--- config.mk ---
export PLATFORM = sky130hd
export DESIGN_NAME = csm_ram
export DESIGN_NICKNAME = d
export VERILOG_FILES = /design/src/rtl/csm_ram.sv
export SDC_FILE = /design/constraint.sdc
export NUM_CORES = 1
export LEC_CHECK = 0
export ABC_CLOCK_PERIOD_IN_PS = 2300
export BUFFER_PORTS_ARGS = -buffer_cell sky130_fd_sc_hd__buf_2
export CORE_ASPECT_RATIO = 0.8
export CORE_UTILIZATION = 39
export CTS_CLUSTER_DIAMETER = 120
export DETAILED_ROUTE_END_ITERATION = 8
export PLACE_DENSITY = 0.66
export RECOVER_POWER = 50
export SYNTH_ARGS = -nofsm -noshare
export SYNTH_HDL_FRONTEND = slang
export SYNTH_SLANG_ARGS = --single-unit
--- constraint.sdc ---
create_clock -name clk -period 2.3 [get_ports clk]
set_clock_uncertainty 0.05 [all_clocks]
set_input_delay 0.23 -clock clk [delete_from_list [all_inputs] [get_ports clk]]
set_output_delay 0.23 -clock clk [all_outputs]
set_load 0.05 [all_outputs]
--- src/rtl/csm_ram.sv ---
`timescale 1ns / 1ps
`default_nettype none

module csm_ram #(
	parameter int WIDTH = 8,
	parameter int DEPTH = 64
) (
	input  wire logic                                   clk,
	input  wire logic                                   we,
	input  wire logic [((DEPTH > 1) ? $clog2(DEPTH) : 1)-1:0] waddr,
	input  wire logic [WIDTH-1:0]                       wdata,
	input  wire logic                                   re,
	input  wire logic [((DEPTH > 1) ? $clog2(DEPTH) : 1)-1:0] raddr,
	output logic      [WIDTH-1:0]                       rdata
);

	logic [WIDTH-1:0] mem [DEPTH];

	always_ff @(posedge clk) begin
		if (we) begin
			mem[waddr] <= wdata;
		end
		if (re) begin
			rdata <= mem[raddr];
		end
	end

endmodule

`default_nettype wire

Word-level counts from Yosys, hierarchy flattened. Memories as Yosys holds them, arrays and structs flattened. A register that Yosys moved wholly into a read port is not among the register bits. Index checks and enable logic that the tools add are counted.

Memories kept: 1. Bits in writable memories: 512. Bits of input ports: 23. Bits in registers: 0.

Multiplexer cells: 2.

Memories: mem (words 64, width 8, rd ports 1, clocked after memory_dff 1, write ports 1, RTL line 17) `logic [WIDTH-1:0] mem [DEPTH];`.

Operators by type and width (number): two-way mux 1 bit (2).

Depth between registers and ports, before layout.
Depth after elaboration: 2. Mapped depth: 9.

Least setup slack after synthesis. No wires, ideal clock.

Path type: input-to-reg. Start: input raddr[1] in the netlist's numbering. End: register rdata[3], read port of mem (data pin). Stages on the path: 7. Slack: 214 ps. Buffers on the path: 3. Setup time: 266 ps. Data arrival time: 1770 ps. Data required time: 1984 ps. Cells stage by stage: buf_4 > buf_2 > buf_2 > mux4_2 > mux4_2 > o21ai_1 > o41ai_1.

RTL lines: start, declared (RTL line 13) `input wire logic [((DEPTH > 1) ? $clog2(DEPTH) : 1)-1:0] raddr,`; end, declared (RTL line 14) `output logic [WIDTH-1:0] rdata`.

==> results_dict.tcl <==
set metrics [dict create \
    critPathMaxFanout 1 \
    worstPathArrival_ns 2.51 \
    max_freq_mhz 446 \
    violations "capacitance limit, slew limit" \
    period_minus_slack_ns 2.24 \
    start_util_pct 39.6 \
    drt_pass1_iterations 5 \
    grt_max_degree 65 \
    grt_antenna_before_repair 5 \
    cts_tree "done" \
    path_clk_slew_ns 0.06 \
    crit_type "flip-flop to flip-flop" \
    max_slew_margin_pct -30.5 \
    netlist_top_cells_area "edfxtp_1 (77%), mux4_2 (14%), nor2_1 (1.5%)" \
    cts_made_buffers 49 \
    cts-root-buf "clkbuf_16" \
    slew_viol_final 109 \
    ys_seq_area_share_pct 77.1 \
    place.gp.congestion 0.844 \
    vdd_drop_max_v 0.000662 \
    status "finished with violations" \
    yosysWarningCount 0 \
    drt.antenna.violating_nets 0 \
    cp_slowest_cell "mux4_2" \
    cap_violations 3 \
    max_stage_delay_ns 0.50 \
    intPower_mw 15.7 \
    synth-async-reset-ratio_pct 0 \
    dp_cells 1739 \
    crit_path_cell_trace "mux4_2, mux4_2, nor2_1, nor3_1, o2bb2ai_1" \
    fin_cells 1831 \
    cts_setup_buffers 0 \
    grt_overflow 0 \
    cts-resized-gates 0 \
    seqPwrFrac_pct 53.3 \
    rsz0062_at_grt "no" \
    clkSinkCount 520 \
    synth-edff-count 520 \
    power_density_nw_per_um2 836 \
    grt_pass1_vias 10201 \
    syn2layout_area_growth_pct 16.9 \
    clkPwrFrac_pct 41.2 \
    detail_route.drc_violations 0 \
    cts_buffer_depth 3 \
    avgSynthCellArea_um2 21.5 \
    synth.distinct_cells 39 \
    syn_area_um2 20200 \
    dieWidth_um 257 \
    finalSetupViolCount 0 \
    drt_wl_total_mm 46.1 \
    core_um2 51100 \
    grtUsageTotal_pct 17.7 \
    end_kind "flip-flop" \
    final_util_pct 46.3 \
    yosysTopAreaCell "edfxtp_1" \
    netlist.area_leader.share_pct 77.1 \
    clkLatencyLatePin_ns 0.57 \
    pwr-share-comb_pct 5.5 \
    ctsHoldBuffers 1 \
    netlist_instances 940 \
    final_nets 1131 \
    cp-start-kind "flip-flop" \
    synth_seq_cells 520 \
    synth_ff_type "edfxtp_1" \
    vias_per_cell 5.48 \
    hold_violations 0 \
    io_buffers 30 \
    vias 10037 \
    p_sw_mw 4.13 \
    min_period_over_period_pct 97.4 \
    drive_above_1_share_pct 31.2 \
    power_leakage_nw 7.56 \
    synth_nets 963 \
    swShare_pct 20.9 \
    core.rowCount 74 \
    wl_per_cell_um 25.2 \
    holdCritPathClass "input pin to flip-flop" \
    die_h_um 206 \
    die_area_um2 52800 \
    htreeDepth 2 \
    path_common_cell "mux4_2" \
    hpwl_mm 30.2 \
    worstPathRequired_ns 2.57 \
    io_pins 31 \
    worst_pin_slew_ns 1.96 \
    drtIter0Drc 1038 \
    grt_pass1_wl_mm 67.8 \
]
-- cell families after synthesis --
group	count (synthesis)	share of synthesized area, %
AO/OA/AOI/OAI	54	2.06
multiplexers	162	15.9
flip-flops	520	77.1
buffers and inverters	51	1.56
AND/OR/NAND/NOR	153	3.37
-- power groups by stage --
stage | logic (mW) | registers [mW] | clock network [mW]
global placement | 1.08 | 10.7 | 0
CTS | 1.11 | 10.5 | 8.31
floorplan | 0.559 | 10.8 | 0
finish | 1.08 | 10.5 | 8.16
global route | 1.15 | 10.5 | 8.65
detailed placement | 1.10 | 10.7 | 0
-- flip-flops by register name (all words and copies together), names as in the netlist --
signal	count
mem	512
rdata	8
-- worst max-delay path: cells and delay by family, from the launching register on --
kind / cells / cell delay, ns
multiplexers: 2 / 0.98
AO/OA/AOI/OAI: 1 / 0.15
flip-flops: 1 / 0.38
AND/OR/NAND/NOR: 2 / 0.44
-- through the flow --
stage          setup TNS (ns)  worst slack, ns  instance area (µm²)  total power, mW  hold WS (ns)
3_5_place_dp            -1.20           -0.339                22100             11.8         0.605
2_1_floorplan               0            0.214                20200             11.3         0.279
6_report                    0           0.0596                23700             19.8         0.171
5_1_grt                     0           0.0103                23700             20.3         0.186
4_1_cts                     0            0.116                23800             20.0     0.0000157
3_3_place_gp            -1.08           -0.270                22100             11.8         0.589
-- final cells by class --
| class | instances | area [µm²] |
|---|---|---|
| Multi-Input combinational cell | 369 | 4320 |
| Timing Repair Buffer | 168 | 1260 |
| Clock buffer | 58 | 1300 |
| Clock inverter | 30 | 309 |
| Fill cell | 4262 | 27400 |
| Antenna cell | 2 | 5.00 |
| Sequential cell | 520 | 15600 |
| Tap cell | 684 | 856 |
-- cell usage in the layout (no fill, tap or decap), drive strengths merged, types with 4 or more instances in the layout --
cell,count
buf,140
mux2i,23
nand2,19
edfxtp,520
nor3,7
a221oi,6
mux2,13
clkbuf,84
o22ai,8
o221ai,8
clkinv,21
a211oi,4
nand3,13
bufinv,6
mux4,126
nor2b,14
o21ai,4
nor2,83
nand2b,7
-- cell usage after synthesis (6+ instances only) --
cell type,n
edfxtp_1,520
mux4_2,126
nor2_1,83
mux2i_1,23
nand2_1,19
clkbuf_1,17
nor2b_1,14
buf_4,13
mux2_2,13
nand3_1,13
buf_2,11
o221ai_1,8
o22ai_1,8
nand2b_1,7
nor3_1,7
a221oi_1,6
-- path summary, 6_finish.rpt --
path	startpoint	endpoint	slack (ns)	cells past startpoint
hold reg to reg	mem[22][1]$_DFFE_PP_	rdata[1]$_DFFE_PP_	0.86	4
setup / recovery	mem[7][0]$_DFFE_PP_	rdata[0]$_DFFE_PP_	0.06	5
hold / removal	raddr[5]	rdata[2]$_DFFE_PP_	0.17	3
setup reg to reg	mem[7][0]$_DFFE_PP_	rdata[0]$_DFFE_PP_	0.06	5
-- layer usage --
| metal | share of wire, % | up-vias | GRT usage [%] |
|---|---|---|---|
| met3 | 8.4 | 62 | 4.27 |
| met2 | 46 | 377 | 26.7 |
| met4 | 1.9 | 2 | 4.74 |
| li1 | - | 4276 | - |
| met5 | 0.024 | - | 0 |
| met1 | 44 | 5320 | 25.8 |
Note: power is estimated with default switching activity, not from simulation.
