--- config.mk ---
export PLATFORM = sky130hd
export DESIGN_NAME = csm_field_match
export DESIGN_NICKNAME = d
export VERILOG_FILES = /design/src/rtl/csm_pkg.sv /design/src/rtl/csm_field_match.sv
export SDC_FILE = /design/constraint.sdc
export NUM_CORES = 1
export LEC_CHECK = 0
export BUFFER_PORTS_ARGS = -buffer_cell sky130_fd_sc_hd__buf_2
export CORE_MARGIN = 2
export CORE_UTILIZATION = 30
export DETAILED_ROUTE_END_ITERATION = 8
export PLACE_DENSITY = 0.75
export SYNTH_ARGS = -nofsm -noshare
export SYNTH_HDL_FRONTEND = slang
export SYNTH_SLANG_ARGS = --single-unit
--- constraint.sdc ---
create_clock -name vclk -period 1.7
set_clock_uncertainty 0.15 [all_clocks]
set_input_delay 0.085 -clock vclk [all_inputs]
set_output_delay 0.085 -clock vclk [all_outputs]
set_load 0.005 [all_outputs]
--- src/rtl/csm_pkg.sv ---
`timescale 1ns / 1ps
`default_nettype none

package csm_pkg;

	// Number of time fields per schedule entry: minute, hour, day of month, month, weekday.
	localparam int FIELDS = 5;

	// Field widths of one input item.
	localparam int KIND_W  = 2;
	localparam int ENTRY_W = 6;
	localparam int FIELD_W = 3;
	localparam int MODE_W  = 2;
	localparam int VAL_W   = 7;
	localparam int MIN_W   = 6;
	localparam int HOUR_W  = 5;
	localparam int DOM_W   = 5;
	localparam int MON_W   = 4;
	localparam int DOW_W   = 3;

	// Stream data widths, rounded up to whole bytes.
	localparam int IN_DATA_W  = 48;
	localparam int OUT_DATA_W = 8;

	// One stored field specification: mode, low value, high value (or list count).
	localparam int SPEC_W = MODE_W + 2 * VAL_W;

	localparam logic [DOW_W-1:0] SUNDAY = 3'd7;

	typedef enum logic [KIND_W-1:0] {
		KIND_SPEC   = 2'd0,
		KIND_SLOT   = 2'd1,
		KIND_ENABLE = 2'd2,
		KIND_TICK   = 2'd3
	} kind_t;

	typedef enum logic [MODE_W-1:0] {
		MODE_ANY   = 2'd0,
		MODE_EXACT = 2'd1,
		MODE_LIST  = 2'd2,
		MODE_RANGE = 2'd3
	} mode_t;

endpackage

`default_nettype wire

--- src/rtl/csm_field_match.sv ---
`timescale 1ns / 1ps
`default_nettype none

module csm_field_match #(
	parameter int LIST_SLOTS = 8
) (
	input  wire logic [csm_pkg::SPEC_W + LIST_SLOTS * csm_pkg::VAL_W - 1:0] spec,
	input  wire logic [csm_pkg::VAL_W-1:0]                                  value,
	output logic                                                            hit
);

	import csm_pkg::*;

	mode_t            mode;
	logic [VAL_W-1:0] lo;
	logic [VAL_W-1:0] hi;
	logic             list_hit;

	assign mode = mode_t'(spec[MODE_W-1:0]);
	assign lo   = spec[MODE_W +: VAL_W];
	assign hi   = spec[MODE_W + VAL_W +: VAL_W];

	// A slot counts only below the stored count; a count above the slot total covers all slots.
	always_comb begin
		list_hit = 1'b0;
		for (int s = 0; s < LIST_SLOTS; s++) begin
			if ((VAL_W'(s) < hi) && (spec[SPEC_W + s * VAL_W +: VAL_W] == value)) begin
				list_hit = 1'b1;
			end
		end
	end

	always_comb begin
		unique case (mode)
			MODE_ANY:   hit = 1'b1;
			MODE_EXACT: hit = (value == lo);
			MODE_LIST:  hit = list_hit;
			MODE_RANGE: hit = (lo <= value) && (value <= hi);
			default:    hit = 1'b0;
		endcase
	end

endmodule

`default_nettype wire
Word-level counts from Yosys, hierarchy flattened
Cells that the tools add are included.
- register bits after elaboration: 0
- output and inout port bits: 1
- reduce and logical (&&, ||, !) cells: 10
- magnitude comparators: 10
- mux-type cells: 9
- equality and inequality tests: 12
- operators by type and width (operator ; number):
    $eq A7 B7 Y1 ; 9
    $lt A3 B7 Y1 const A ; 4
    $le A7 B7 Y1 ; 2
    $lt A1 B7 Y1 const A ; 2
    $lt A2 B7 Y1 const A ; 2
    $logic_and A1 B1 Y1 ; 9
    $mux W1 ; 8
    $eq A2 B2 Y1 const B ; 2
    $pmux W1 S4 ; 1
    $eq A2 B1 Y1 const B ; 1
    $logic_not A2 Y1 ; 1

Depth between registers and ports, before layout
- depth after elaboration: 11
- mapped depth: 9

Least setup slack after synthesis
No wires, ideal clock.
- path type: input-to-output
- start: input value[1] in the netlist's numbering
- end: output hit
- data arrival time: 1.534 ns
- cell stages on the path: 9
- path buffers: 1
- path slack: -0.069 ns
- cell sequence: buf_2 inv_1 ha_1 nor2b_1 o21a_1 o21ai_1 a21oi_1 o221a_2 a311oi_2
- word-level cells in the longest chain between the ends: 11
- RTL lines (item ; line ; source):
    start, declared ; csm_field_match.sv:8 ; input wire logic [csm_pkg::VAL_W-1:0] value,
    $eq A7 B7 Y1 ; csm_field_match.sv:27 ; if ((VAL_W'(s) < hi) && (spec[SPEC_W + s * VAL_W +: VAL_W] == value)) begin
    $logic_and A1 B1 Y1 ; csm_field_match.sv:27 ;
    $mux W1 (8 in a row) ; csm_field_match.sv:27 ;
    $pmux W1 S4 (*) ; csm_field_match.sv:34 ; unique case (mode)
    end, declared ; csm_field_match.sv:9 ; output logic hit
Mark *: on every way between the ends. The rest lies on a longest branch, timed or not.

Worst setup path in the final report
Ends and elaborated chain as after synthesis.

==> reports/metrics.yaml <==
worst_setup_path:
  worstPathCellList: "buf_8 > inv_4 > ha_4 > nor2b_1 > o21a_1 > o21ai_1 > a21oi_1 > o221a_2 > a311oi_2 > buf_2"
  worstPathMaxFanout: 4
  critPathArrivalTime_ps: 1560
  cp-start-kind: "primary input"
  critPathKind: "primary input to primary output"
  end_kind: "primary output"
  crit_slowest_cell: "o221a_2"
  max_stage_delay_ps: 240
  worstPathRequired_ps: 1460
logic_synthesis:
  syn-num-nets: 240
  synth_area_per_cell_um2: 7.788
  seq_area_frac_synth_pct: 0
  synth_area_mm2: 0.001145
  post-synth-top-count-cell: "xnor2_1"
  synth_common_cells: "xnor2_1 (29), xor2_1 (26), ha_1 (14), inv_1 (12), nand4_1 (10)"
  synth_top_family_by_area: "XOR/XNOR gates"
  synth_compound_area_share_pct: 13.55
  synth_cell_types: 34
  synth-xor-area-share_pct: 43.50
  synthAdderAreaFrac_pct: 15.30
  yosys.area.top_type: "xnor2_1"
  synth_warnings: 0
  synth-simple-area-share_pct: 18.14
  synth_area_leaders: "xnor2_1 (22%), xor2_1 (20%), ha_1 (15%)"
  synthMuxAreaShare_pct: 0
  netlist.area_leader.share_pct: 22.19
  synthCells: 147
cells_and_area:
  n_antenna_cell: 0
  fin_area_mm2: 0.001894
  design.seq.count: 0
  clock_buffers: 0
  seqCellArea_um2: 0
  area_growth_pct: 65.46
  layout-drive-gt1-share_pct: 51.21
  fin_nets: 343
pwr:
  peakVddDrop_mv: 0.09681
  p_leak_nw: 0.9299
  pwr_density_cell_mw_per_mm2: 239.8
  p_total_w: 0.0004542
timing:
  period_needed_ps: 1799
  worst_pin_slew_ps: 277.5
  maxSlewViolCount: 0
  setup_slack_ps: -99.01
  maxSlewHeadroom_pct: 81.35
  setup_viol: 1
  max_freq_mhz: 555.9
  timing.final.hold_violations: 0
  period_share_pct: 105.8
  rsz0062_at_grt: "yes"
drt:
  wl_met3_um: 182
  wl_per_cell_um: 12.57
  top_layer: "met4"
  route.antenna.remaining_nets: 0
  finalWirelength_mm: 3.721
  wl_met1_mm: 1.648
  vias: 1359
  drc: 0
  drtIter0Drc: 28
  via_per_inst: 4.591
  drtPass1Iterations: 4
  dr_wl_met2_mm: 1.848
global_route:
  track_usage_pct: 16.90
  grt_pass1_wl_mm: 5.837
  grt_max_degree: 10
  grt_antenna_before_repair: 0
  grt_overflow: 0
  first_global_vias: 1378
die:
  die_area_mm2: 0.004326
  chipWidth_um: 65.78
  start_util_pct: 31.27
  rows: 22
  ios: 80
  fp.dieH_um: 65.78
  core_area_mm2: 0.003661
cts:
  hold_buffers: 0
worst_hold_path:
  hold_path.class: "primary input to primary output"
place:
  placed_cell_area_mm2: 0.001703
  gp_congestion: 0.8480
  hpwl_mm: 3.091
  io_buffer_count: 80
outcome:
  violations: "negative setup slack"
  outcome: "finished with violations"
flow_run:
  cap_violations: 0
==> worst paths after layout <==
| check | from | slack, ps | cells past startpoint | end |
|---|---|---|---|---|
| max | value[1] | -100 | 10 | hit |
| min | spec[0] | 470 | 4 | hit |
==> timing repair <==
item                       in CTS  in global routing
buffers inserted                2                  7
setup endpoints to repair       1                  1
pin swaps                      12                  7
resized for setup              26                  8
==> layer usage <==
| metal | GRT usage [%] | vias to the layer above |
|---|---|---|
| met4 | 1.823 | 0 |
| met1 | 21.64 | 603 |
| met2 | 31.44 | 42 |
| li1 | - | 710 |
| met3 | 1.363 | 4 |
| met5 | 0 | - |
==> layout by cell type, fill, tap and decap left out, types with 3 or more instances in the layout <==
cell type / n
buf_2: 72
xnor2_1: 29
buf_4: 27
xor2_1: 26
ha_1: 13
inv_1: 11
nand4_1: 10
buf_6: 5
o21ai_1: 4
nand3_1: 4
inv_2: 3
nor4_1: 3
nand2_1: 3
a21oi_2: 3
o21a_1: 3
buf_8: 3
==> stage by stage <==
| stage | std cells | TNS [ps] | hold WS, ps | setup WS, ps | utilization [%] |
|---|---|---|---|---|---|
| 2_1_floorplan | 147 | 0 | 216.8 | 37.13 | - |
| 3_3_place_gp | 288 | -143.8 | 450.6 | -143.8 | 46.51 |
| 3_5_place_dp | 288 | -165.7 | 453.2 | -165.7 | 46.51 |
| 4_1_cts | 289 | -80.08 | 459.7 | -80.08 | 49.32 |
| 5_1_grt | 296 | -201.8 | 495.3 | -201.8 | 51.74 |
| 6_report | 296 | -99.01 | 471.4 | -99.01 | 51.74 |
==> worst max-delay path: cells and delay by family <==
family / cells / cell delay [ps]
compound gates: 5 / 880
fa+ha+maj: 1 / 180
buf+inv: 3 / 300
simple gates: 1 / 120
==> power by group <==
part / internal [W] / total (W) / switching (W)
combinational: 0.000256 / 0.000454 / 0.000199
clock: 0 / 0 / 0
sequential: 0 / 0 / 0
total: 0.000256 / 0.000454 / 0.000199
==> logic make-up (layout without fill, tap and decap cells) <==
kind of cell | count (synthesis) | after routing
xor gates and xnor gates | 56 | 56
and+or+nand+nor | 33 | 33
AOI/OAI and AO/OA | 22 | 22
buffers and inverters | 22 | 123
adders and majority gates | 14 | 14
==> cell type report <==
class	instances	area, um^2
Timing Repair Buffer	108	684.4
Multi-Input combinational cell	125	1091
Inverter	15	58.81
Tap cell	48	60.06
Fill cell	363	1767
Note: power is estimated with default switching activity, not from simulation.
